<file path="config.mk">
export PLATFORM = sky130hd
export DESIGN_NAME = rle_word_decoder
export DESIGN_NICKNAME = d
export VERILOG_FILES = /design/src/sv/rlewd_pkg.sv /design/src/sv/rlewd_step.sv /design/src/sv/rle_word_decoder.sv
export SDC_FILE = /design/constraint.sdc
export NUM_CORES = 1
export LEC_CHECK = 0
export ABC_AREA = 0
export BUFFER_PORTS_ARGS = -buffer_cell sky130_fd_sc_hd__buf_2
export CORE_AREA = 4 4 124 126
export DETAILED_ROUTE_END_ITERATION = 6
export DIE_AREA = 0 0 128 130
export GPL_TIMING_DRIVEN = 1
export PLACE_DENSITY = 0.83
export SLEW_MARGIN = 30
export SYNTH_ARGS = -nofsm -noshare
export SYNTH_HDL_FRONTEND = slang
export SYNTH_SLANG_ARGS = --single-unit
</file>
<file path="constraint.sdc">
create_clock -name clk -period 12.9 [get_ports clk]
set_clock_uncertainty 0.15 [all_clocks]
set_input_delay 2.58 -clock clk [delete_from_list [all_inputs] [get_ports clk]]
set_output_delay 2.58 -clock clk [all_outputs]
set_load 0.05 [all_outputs]
</file>
<file path="src/sv/rlewd_pkg.sv">
// ----------------------------------------------------------------------------
// rlewd_pkg: shared types and constants for the run-length word decoder
// Field widths, status codes, register indexes and the parser state record.
// ----------------------------------------------------------------------------
package rlewd_pkg;

  localparam int unsigned ByteW   = 8;
  localparam int unsigned PhaseW  = 4;
  localparam int unsigned ValueW  = 64;
  localparam int unsigned LenW    = 9;
  localparam int unsigned ExpW    = 17;
  localparam int unsigned StatusW = 2;
  localparam int unsigned IndexW  = 2;

  // Largest unit count that the expected-size register can hold.
  localparam int unsigned ExpMax = (1 << ExpW) - 1;

  localparam logic [PhaseW-1:0] UnitBytesNarrow = PhaseW'(4);
  localparam logic [PhaseW-1:0] UnitBytesWide   = PhaseW'(8);

  localparam int unsigned DefaultMaxUnits = 65536;

  typedef enum logic [StatusW-1:0] {
    ST_OK        = 2'd0,
    ST_PARTIAL   = 2'd1,
    ST_OVERFLOW  = 2'd2,
    ST_UNDERFLOW = 2'd3
  } status_t;

  typedef enum logic [IndexW-1:0] {
    REG_UNIT_MODE      = 2'd0,
    REG_EXPECTED_UNITS = 2'd1
  } reg_index_t;

  typedef struct packed {
    logic [PhaseW-1:0] byte_phase;
    logic [ByteW-1:0]  held_count;
    logic [ValueW-1:0] value_shift;
    status_t           error_code;
  } parse_state_t;

  typedef struct packed {
    logic              run_valid;
    logic [ValueW-1:0] run_value;
    logic [LenW-1:0]   run_length;
    logic              stream_done;
    status_t           status;
  } run_result_t;

endpackage

</file>
<file path="src/sv/rlewd_step.sv">
// ----------------------------------------------------------------------------
// rlewd_step: record parser and unit accounting for one stream byte
// Works out the next parser state, the units still owed and the result beat.
// ----------------------------------------------------------------------------
module rlewd_step #(
  parameter int unsigned UNITS_W = 17
) (
  input  rlewd_pkg::parse_state_t state,
  input  logic [UNITS_W-1:0]      units_left,
  input  logic [UNITS_W-1:0]      units_load,
  input  logic                    unit_mode,
  input  logic [7:0]              data_byte,
  input  logic                    last_byte,
  output rlewd_pkg::parse_state_t state_next,
  output logic [UNITS_W-1:0]      units_next,
  output rlewd_pkg::run_result_t  result
);
  import rlewd_pkg::*;

  logic [PhaseW-1:0] unit_bytes;
  logic [2:0]        slot;
  logic [LenW-1:0]   count;
  logic              complete;
  logic              fits;
  logic [ExpW-1:0]   units_wide;
  logic [ExpW-1:0]   units_diff;
  parse_state_t      parsed;
  logic [UNITS_W-1:0] units_parsed;
  logic              run;

  assign unit_bytes = unit_mode ? UnitBytesWide : UnitBytesNarrow;
  assign slot       = 3'(state.byte_phase - PhaseW'(1));
  assign count      = LenW'(state.held_count) + LenW'(1);
  // A mode change mid-record may leave the phase beyond the new unit size.
  assign complete   = (state.byte_phase != '0) && (state.byte_phase >= unit_bytes);
  assign units_wide = ExpW'(units_left);
  assign fits       = ExpW'(count) <= units_wide;
  assign units_diff = units_wide - ExpW'(count);

  always_comb begin
    parsed       = state;
    units_parsed = units_left;
    run          = 1'b0;
    if (state.byte_phase == '0) begin
      parsed.held_count  = data_byte;
      parsed.value_shift = '0;
      parsed.byte_phase  = PhaseW'(1);
    end else begin
      parsed.value_shift = state.value_shift | (ValueW'(data_byte) << {slot, 3'b000});
      if (complete) begin
        parsed.byte_phase = '0;
        if (state.error_code == ST_OK) begin
          if (fits) begin
            units_parsed = UNITS_W'(units_diff);
            run          = 1'b1;
          end else begin
            parsed.error_code = ST_OVERFLOW;
          end
        end
      end else begin
        parsed.byte_phase = state.byte_phase + PhaseW'(1);
      end
    end
  end

  always_comb begin
    result.run_valid   = run;
    result.run_value   = '0;
    result.run_length  = '0;
    result.stream_done = last_byte;
    result.status      = ST_OK;
    if (run) begin
      result.run_value  = unit_mode ? parsed.value_shift
                                    : {32'd0, parsed.value_shift[31:0]};
      result.run_length = count;
    end
    if (last_byte) begin
      if (parsed.byte_phase != '0) begin
        result.status = ST_PARTIAL;
      end else if (parsed.error_code == ST_OVERFLOW) begin
        result.status = ST_OVERFLOW;
      end else if (units_parsed != '0) begin
        result.status = ST_UNDERFLOW;
      end else begin
        result.status = ST_OK;
      end
    end
  end

  // The final byte rearms the parser for the next stream.
  always_comb begin
    if (last_byte) begin
      state_next.byte_phase  = '0;
      state_next.held_count  = '0;
      state_next.value_shift = '0;
      state_next.error_code  = ST_OK;
      units_next             = units_load;
    end else begin
      state_next = parsed;
      units_next = units_parsed;
    end
  end

endmodule

</file>
<file path="src/sv/rle_word_decoder.sv">
// ----------------------------------------------------------------------------
// rle_word_decoder: byte-serial run-length decoder for 4- or 8-byte units
// Parses count/unit records, emits run descriptors and an end-of-stream status.
// ----------------------------------------------------------------------------
//  channel  | handshake           | payload
//  ---------+---------------------+-------------------------------------------
//  input    | in_valid, in_stall  | data_byte, last_byte
//  output   | out_valid, out_stall| run_valid, run_value, run_length,
//           |                     | stream_done, status
//  config   | cfg_valid, cfg_ready| cfg_index, cfg_data
//
// One byte is accepted per cycle while the input is not stalled; its result
// beat, if any, appears in the output register on the following cycle. The
// parser state is updated in the same cycle as the byte is taken.
// The input is stalled only while a result beat is held and the output stalls.
// Reset clears the parser, the registers and the output valid flag; the
// configuration port is always ready.
module rle_word_decoder #(
  parameter int unsigned MAX_OUTPUT_UNITS = rlewd_pkg::DefaultMaxUnits
) (
  input  logic                          clk,
  input  logic                          rst,
  input  logic                          in_valid,
  output logic                          in_stall,
  input  logic [7:0]                    data_byte,
  input  logic                          last_byte,
  output logic                          out_valid,
  input  logic                          out_stall,
  output logic                          run_valid,
  output logic [63:0]                   run_value,
  output logic [8:0]                    run_length,
  output logic                          stream_done,
  output logic [1:0]                    status,
  input  logic                          cfg_valid,
  output logic                          cfg_ready,
  input  logic [rlewd_pkg::IndexW-1:0]  cfg_index,
  input  logic [rlewd_pkg::ExpW-1:0]    cfg_data
);
  import rlewd_pkg::*;

  localparam int unsigned LoadMax = (MAX_OUTPUT_UNITS > ExpMax) ? ExpMax : MAX_OUTPUT_UNITS;
  localparam int unsigned UnitsW  = $clog2(LoadMax + 1);

  logic                unit_mode;
  logic [ExpW-1:0]     expected_units;
  parse_state_t        state;
  parse_state_t        state_next;
  logic [UnitsW-1:0]   units_left;
  logic [UnitsW-1:0]   units_next;
  logic [UnitsW-1:0]   units_load;
  logic [UnitsW-1:0]   cfg_units;
  run_result_t         result;
  run_result_t         out_reg;
  logic                accept;
  logic                cfg_write;

  assign in_stall  = out_valid & out_stall;
  assign accept    = in_valid & ~in_stall;
  assign cfg_ready = 1'b1;
  assign cfg_write = cfg_valid & cfg_ready;

  assign units_load = (expected_units > ExpW'(LoadMax)) ? UnitsW'(LoadMax)
                                                        : UnitsW'(expected_units);
  assign cfg_units  = (cfg_data > ExpW'(LoadMax)) ? UnitsW'(LoadMax) : UnitsW'(cfg_data);

  rlewd_step #(
    .UNITS_W (UnitsW)
  ) u_step (
    .state      (state),
    .units_left (units_left),
    .units_load (units_load),
    .unit_mode  (unit_mode),
    .data_byte  (data_byte),
    .last_byte  (last_byte),
    .state_next (state_next),
    .units_next (units_next),
    .result     (result)
  );

  always_ff @(posedge clk) begin
    if (rst) begin
      unit_mode      <= 1'b0;
      expected_units <= '0;
      state          <= '0;
      units_left     <= '0;
    end else begin
      if (accept) begin
        state      <= state_next;
        units_left <= units_next;
      end
      if (cfg_write) begin
        unique case (cfg_index)
          REG_UNIT_MODE: begin
            unit_mode <= cfg_data[0];
          end
          REG_EXPECTED_UNITS: begin
            expected_units <= cfg_data;
            units_left     <= cfg_units;
          end
          default: begin
          end
        endcase
      end
    end
  end

  // A byte that completes no record and is not the last gives no beat.
  always_ff @(posedge clk) begin
    if (rst) begin
      out_valid <= 1'b0;
    end else if (accept) begin
      out_valid <= result.run_valid | result.stream_done;
    end else if (!out_stall) begin
      out_valid <= 1'b0;
    end
  end

  always_ff @(posedge clk) begin
    if (accept) begin
      out_reg <= result;
    end
  end

  assign run_valid   = out_reg.run_valid;
  assign run_value   = out_reg.run_value;
  assign run_length  = out_reg.run_length;
  assign stream_done = out_reg.stream_done;
  assign status      = out_reg.status;

  a_beat_has_cause: assert property (@(posedge clk) disable iff (rst)
    out_valid |-> (run_valid | stream_done))
    else $error("output beat carries neither a run nor an end of stream");

  a_run_length_nonzero: assert property (@(posedge clk) disable iff (rst)
    (out_valid & run_valid) |-> (run_length != '0))
    else $error("run emitted with zero length");

  a_rearm_after_last: assert property (@(posedge clk) disable iff (rst)
    (accept & last_byte & ~(cfg_write)) |=> (state.byte_phase == '0 &&
                                            state.error_code == ST_OK))
    else $error("parser not rearmed after the last byte");

  a_stall_needs_beat: assert property (@(posedge clk) disable iff (rst)
    in_stall |-> out_valid)
    else $error("input stalled with an empty output register");

endmodule

</file>
## Word-level counts from Yosys, hierarchy flattened

Index checks and enable logic that the tools add are counted.

| cells by class | value |
|---|---|
| $mul | 0 |
| divide/modulo/power cells | 0 |
| equal/unequal tests | 3 |
| order comparisons | 4 |
| mux-type cells | 29 |
| shift-type cells | 1 |
| reductions and logical operators | 13 |
| bitwise operators | 6 |
| $add $sub $neg | 4 |

Operators by type and width:

| kind | number |
|---|---|
| two-way mux 17 bit | 10 |
| two-way mux 78 bit | 1 |
| two-way mux 64 bit | 1 |
| bitwise OR 64 bit | 1 |
| left shift 8 x 6 -> 64 bit | 1 |
| greater-than comparator 17 bit, second input constant | 2 |
| <= comparator 9 x 17 -> 1 bit | 1 |
| nonzero test 17 bit | 1 |
| subtractor 17 x 9 -> 17 bit | 1 |
| two-way mux 2 bit | 6 |
| two-way mux 4 bit | 3 |
| adder 8 x 1 -> 9 bit, second input constant | 1 |
| two-way mux 8 bit | 1 |
| AND reduction 2 bit | 4 |
| nonzero test 4 bit | 2 |
| two-way mux 1 bit | 7 |
| adder 4 x 1 -> 4 bit, second input constant | 1 |
| greater-or-equal comparator 4 bit | 1 |
| zero test 2 bit | 2 |
| zero test 4 bit | 1 |
| subtractor 3 x 1 -> 3 bit, second input constant | 1 |
| bitwise AND 1 bit | 2 |
| == test 2 x 1 -> 1 bit, second input constant | 1 |
| == test 2 bit, second input constant | 1 |
| 6 further kinds | 7 |

| word-level totals | value |
|---|---|
| latch bits | 0 |
| output and inout bits | 80 |
| RAM bits | 0 |
| ROM bits | 0 |
| register bits after elaboration | 191 |
| memories | 0 |

## Longest topological paths before layout

| logic depth | value |
|---|---|
| depth in word-level cells | 10 |
| depth in mapped cells | 15 |
| gate-level depth less buffers | 13 |

## Modules after synthesis

Synthesis repeated with hierarchy kept, for this count alone.

| unflattened totals | value |
|---|---|
| cell total of the unflattened synthesis | 1123 |
| area, all modules | 9257.6 um^2 |

By module, submodules not included:

| module | area an instance (um^2) | times used | cells an instance | sequential area each (um^2) |
|---|---|---|---|---|
| rle_word_decoder | 6626.4 | 1 | 625 | 4594.4 |
| rlewd_step | 2631.3 | 1 | 498 | 0.0 |

## Worst setup path after synthesis

OpenSTA, ideal clock, no wires.

| timing path | value |
|---|---|
| path type | input port to flip-flop |
| from | input port out_stall |
| to | register state[76] (netlist name) |
| stages | 7 |
| arrival time | 5858 ps |
| library setup time | 128 ps |
| required time | 12622 ps |
| setup slack | 6765 ps |
| path buffers | 1 |
| cells stage by stage | nand2_1 nand2_1 inv_1 clkbuf_1 o21ai_0 a21oi_1 nor2_1 |

| between the ends | value |
|---|---|
| cells in the longest elaborated chain, start to end | 3 |

RTL lines:

| item | line | source |
|---|---|---|
| start, declared | rle_word_decoder.sv:28 | `input logic out_stall,` |
| bitwise AND 1 bit | rle_word_decoder.sv:57 | `assign in_stall = out_valid & out_stall;` |
| inverter 1 bit | rle_word_decoder.sv:58 | `assign accept = in_valid & ~in_stall;` |
| bitwise AND 1 bit | rle_word_decoder.sv:58 |  |
| named net accept | rle_word_decoder.sv:54 | `logic accept;` |

The timed path passes the listed nets, and every way through them passes these cells.
A chain may end at the register's enable or synchronous reset.

## Worst setup path in the final report

| timing path | value |
|---|---|
| from | input port out_stall |
| to | output port in_stall |

| between the ends | value |
|---|---|
| cells in the longest elaborated chain, start to end | 1 |

RTL lines:

| item | line | source |
|---|---|---|
| bitwise AND 1 bit | rle_word_decoder.sv:57 |  |
| end, declared | rle_word_decoder.sv:24 | `output logic in_stall,` |

No other way between the ends.

==> summary by stage <==
Detailed routing
The number of vias per cell after detailed routing is between 6 and 7. After detailed routing, the number of remaining DRC violations is 0. The sum of routed wire length over all layers is between 20000 and 25000 µm. In the final routed layout, each cell accounts on average for 17.4 µm. For this block, the initial DRC count from the detailed router was between 800 and 900. Before antenna repair, the detailed router went through 7 iterations. The overall via count from detail_route is roughly 7400. Once detail routing completed, the nets flagged for antenna violations numbered 0.

Synth
The gate count after technology mapping is between 900 and 1000. After synthesis, the largest family of logic cells by area is simple AND/OR/NAND/NOR gates. The post-synthesis cell area is approximately 8700 µm². In this run the mean area of a mapped cell was around 9.2 µm². The fraction of the mapped netlist area in compound gates is between 15 and 20%. The synthesized design contains 191 register bits.

The adder-cell area share of the yosys netlist is between 2 and 2.5%. Counting every net in the synthesized netlist gives 989. The warning count from the yosys run is 0. Summing the areas of all xor and xnor instances in the mapped netlist gives between 2 and 2.5% of the synthesized area. The biggest area contributor in the post-synthesis netlist is edfxtp_1. The number of distinct library cells after synthesis is between 70 and 80.

For this run, the leading register cell type out of synthesis is dfxtp_1. The fraction of registers with async set or reset after synthesis is 0%. By area the synthesized netlist is led by edfxtp_1 27%, dfxtp_1 26%, a21oi_1 9.9%, nor2_1 7.4%, nand2_1 3.0%. The sequential fraction of the synthesis area is between 50% and 60%. The synthesized netlist devotes approximately 19% of its cell area to simple gates.

The number of synthesized flops with an enable pin is between 70 and 80. Measured against the total synthesized area, the mux share comes to 1.34%. Summed over its instances, the top area cell type makes up between 20% and 30% of the synthesized netlist area.

Power and ir drop
Registers are responsible for 47.8% of the overall power. The power share of the combinational group is approximately 14%. The clock network burns 38.1% of the power. Dividing total power by cell area gives a power density of 140 nW/µm². IR analysis of the VDD net gives a maximum drop of around 0.1 mV. In this run switching power makes up 27.3% of total power. The analysis attributes to cell leakage a power of roughly 3.6 nW. The net switching power figure is about 0.38 mW. The cell internal power dissipation is around 1 mW.

Place
The half-perimeter wire length after placement is between 10000 and 15000 µm. In this run the tool buffered the top-level ports with approximately 110 buffer cells. The total placed instance area is approximately 9300 µm². Routability-driven placement finished with a final weighted congestion of approximately 0.89.

Clock network
The TritonCTS clock tree is yes. The CTS clock-pin slew for the worst setup and hold paths is about 0.070 ns. Post-CTS repair changed the size of 0 cells.

The number of hold buffers added after CTS was 0. The tree built by TritonCTS fans out to 191 sinks. The later pin in the worst-skew pair is clocked with a latency of between 0.4 and 0.5 ns. The buffer depth of the longest clock path is 2. The H-tree was split into 4 levels.

In this run the clock root is driven by a clkbuf_16. The clock buffer count from CTS is 17. The buffers inserted during post-CTS setup optimization is 0.

Global routing
The residual overflow from global routing is 0. The via count of the first global-routing pass came to approximately 6600. Entering global routing, the biggest net connects 84 pins. The number of antenna violations at the first check in global routing is 0. The total global-route track usage is around a quarter. The first global-routing pass estimated between 30000 and 40000 µm of wire.

Timing
The max-slew violation count is 0. Setup violations remaining at the end of the flow were counted as 0. Summed over all failing endpoints, the final setup total negative slack is 0 ns. In this run the tightest slew margin relative to its limit is 34.5%. For this run, the top clock speed supported by timing is approximately 0.17 GHz. Setup repair after global routing left no endpoint under its margin. The final number of hold-violating endpoints came to 0. The share of the clock period used by the worst path is 44.8%. The shortest clock period the worst path allows after layout is between 5 and 6 ns.

For the pin with the worst max-slew slack, the measured transition is 0.975 ns.

Critical path
The worst-case register-to-register setup slack is about 8 ns. The setup path with the least slack is of type input port to primary output. The cell family contributing the most delay on the critical path is buffers and inverters. The cell occurring most often along the worst timing path is buf_2. The worst setup path is launched from an input port.

The worst setup path is captured at a primary output. The arrival time of data at the critical path endpoint is around 3 ns. The sum of buffers and inverters on the critical path is 3. The critical path's slowest cell is buf_2. Walking the worst path, the cells encountered are buf_2 > nand2_1 > inv_1 > buf_2. For the worst setup path, the data required time is 10.17 ns. The maximum net fanout on the critical path is 3. The delay of the slowest cell on the worst path is 0.25 ns.

Finish
The fraction of layout instances using a drive strength above 1 is between 10% and 20%. In the layout the commonest cells are 171 x a21oi_1, 171 x nor2_1, 114 x dfxtp_1. The final standard cell area without fillers is 9860 µm². The area growth from synthesis to layout is 13.8%. The final layout contains between 1000 and 1500 nets. The antenna diode count is 0.

Floorplanning
The core footprint is around 14000 µm². After floorplanning, the core was divided into 44 placement rows. The die outline width is about 130 µm. For this design the top-level I/O count stands at around 110. The die covers between 15000 and 20000 µm². The die extent in y is ~130 µm. The starting utilization of the core area is around three fifths.

Status
The flow ran to the end, and the final reports show no timing, DRC or antenna violations.

Hold path
The class of the tightest hold or removal check is register to register.

Job
The max-cap check violation count is 0.
[final cells by class]
cell class	count	area, µm²
clock buffer	22	465
inverter	18	68.8
sequential	191	4590
clock inverter	10	125
multi-input combinational	668	3760
fill	1119	4450
tap	184	230
timing repair buffer	118	616
[Yosys cell counts (all sizes together), types with 2 or more instances]
| cell type | instances |
|---|---|
| nand3 | 11 |
| nor2 | 171 |
| maj3 | 2 |
| and3 | 4 |
| a221oi | 14 |
| nor3b | 4 |
| nor4 | 19 |
| ha | 13 |
| buf | 27 |
| a211oi | 6 |
| nand4b | 3 |
| and2 | 7 |
| xnor2 | 10 |
| nand3b | 3 |
| xor2 | 10 |
| dfxtp | 114 |
| o221ai | 2 |
| inv | 18 |
| a22o | 5 |
| o21a | 5 |
| mux2i | 6 |
| o211ai | 6 |
| nor3 | 16 |
| o21ai | 34 |
| nand4bb | 2 |
| a31oi | 4 |
| mux2 | 5 |
| or4 | 3 |
| o211a | 2 |
| or2 | 7 |
| a21oi | 172 |
| nand4 | 8 |
| nor2b | 4 |
| nand2b | 5 |
| edfxtp | 77 |
| a2111oi | 2 |
| nor4b | 2 |
| nand2 | 70 |
| or3 | 5 |
| a21boi | 2 |
| o21bai | 3 |
| o2111ai | 2 |
| clkbuf | 38 |
[worst reg2reg max path, stage by stage (launching register included)]
cell       delay, ns
dfxtp_1         0.46
and3_1          0.34
nand3_1         0.14
or2_2           0.36
ha_1            0.38
nand4b_1        0.25
nor4_1          0.08
mux2_1          0.30
a2111o_1        0.51
o21ai_4         0.17
buf_4           0.53
mux2i_1         0.30
nor3_2          0.06
nor4_2          0.37
a2111oi_2       0.16
[registers in the layout (all words and copies together) (netlist names), 2 cells and up]
register / flops
state: 78
expected_units: 17
run_length: 9
units_left: 17
run_value: 64
status: 2
[stage by stage]
step	power, mW	setup slack [ns]	hold slack, ns	cells	util (%)
CTS	1.38	7.12	0.322	1211	68.8
floorplan	0.818	6.76	0.288	942	-
detailed placement	0.864	7.12	0.304	1179	64.7
global placement	0.859	7.14	0.297	1178	64.5
finish	1.38	7.13	0.318	1211	68.9
global route	1.43	7.07	0.341	1211	68.9
[logic make-up after synthesis]
logic type	after synthesis
XOR/XNOR	21
AND/OR/NAND/NOR	347
AO/OA/AOI/OAI	272
other	1
flip-flops	191
buffers and inverters	83
multiplexers	11
adder cells (fa/ha/maj)	16
[final timing paths]
check	from	endpoint	cells after the start
worst min-delay path	state[51]	state[51]	2
worst max-delay path	out_stall	in_stall	4
worst max register to register	state[69]	status[1]	14
worst min register to register	state[51]	state[51]	2
[routing by layer]
layer  GRT usage, %  up-vias  part of all wire (%)
met5              0        -                     0
met3           5.32       41                   7.5
met4           7.37        0                   1.7
met1           36.0     3510                    44
met2           40.2      325                    46
li1               -     3532                     -
[power groups by stage]
stage               Combinational, mW  Clock, mW  Sequential, mW
global route                    0.211      0.556           0.662
global placement                0.187          0           0.672
floorplan                       0.109          0           0.709
CTS                             0.192      0.531           0.660
finish                          0.194      0.526           0.660
detailed placement              0.190          0           0.673
No activity file was read; power rests on OpenSTA's default activity.
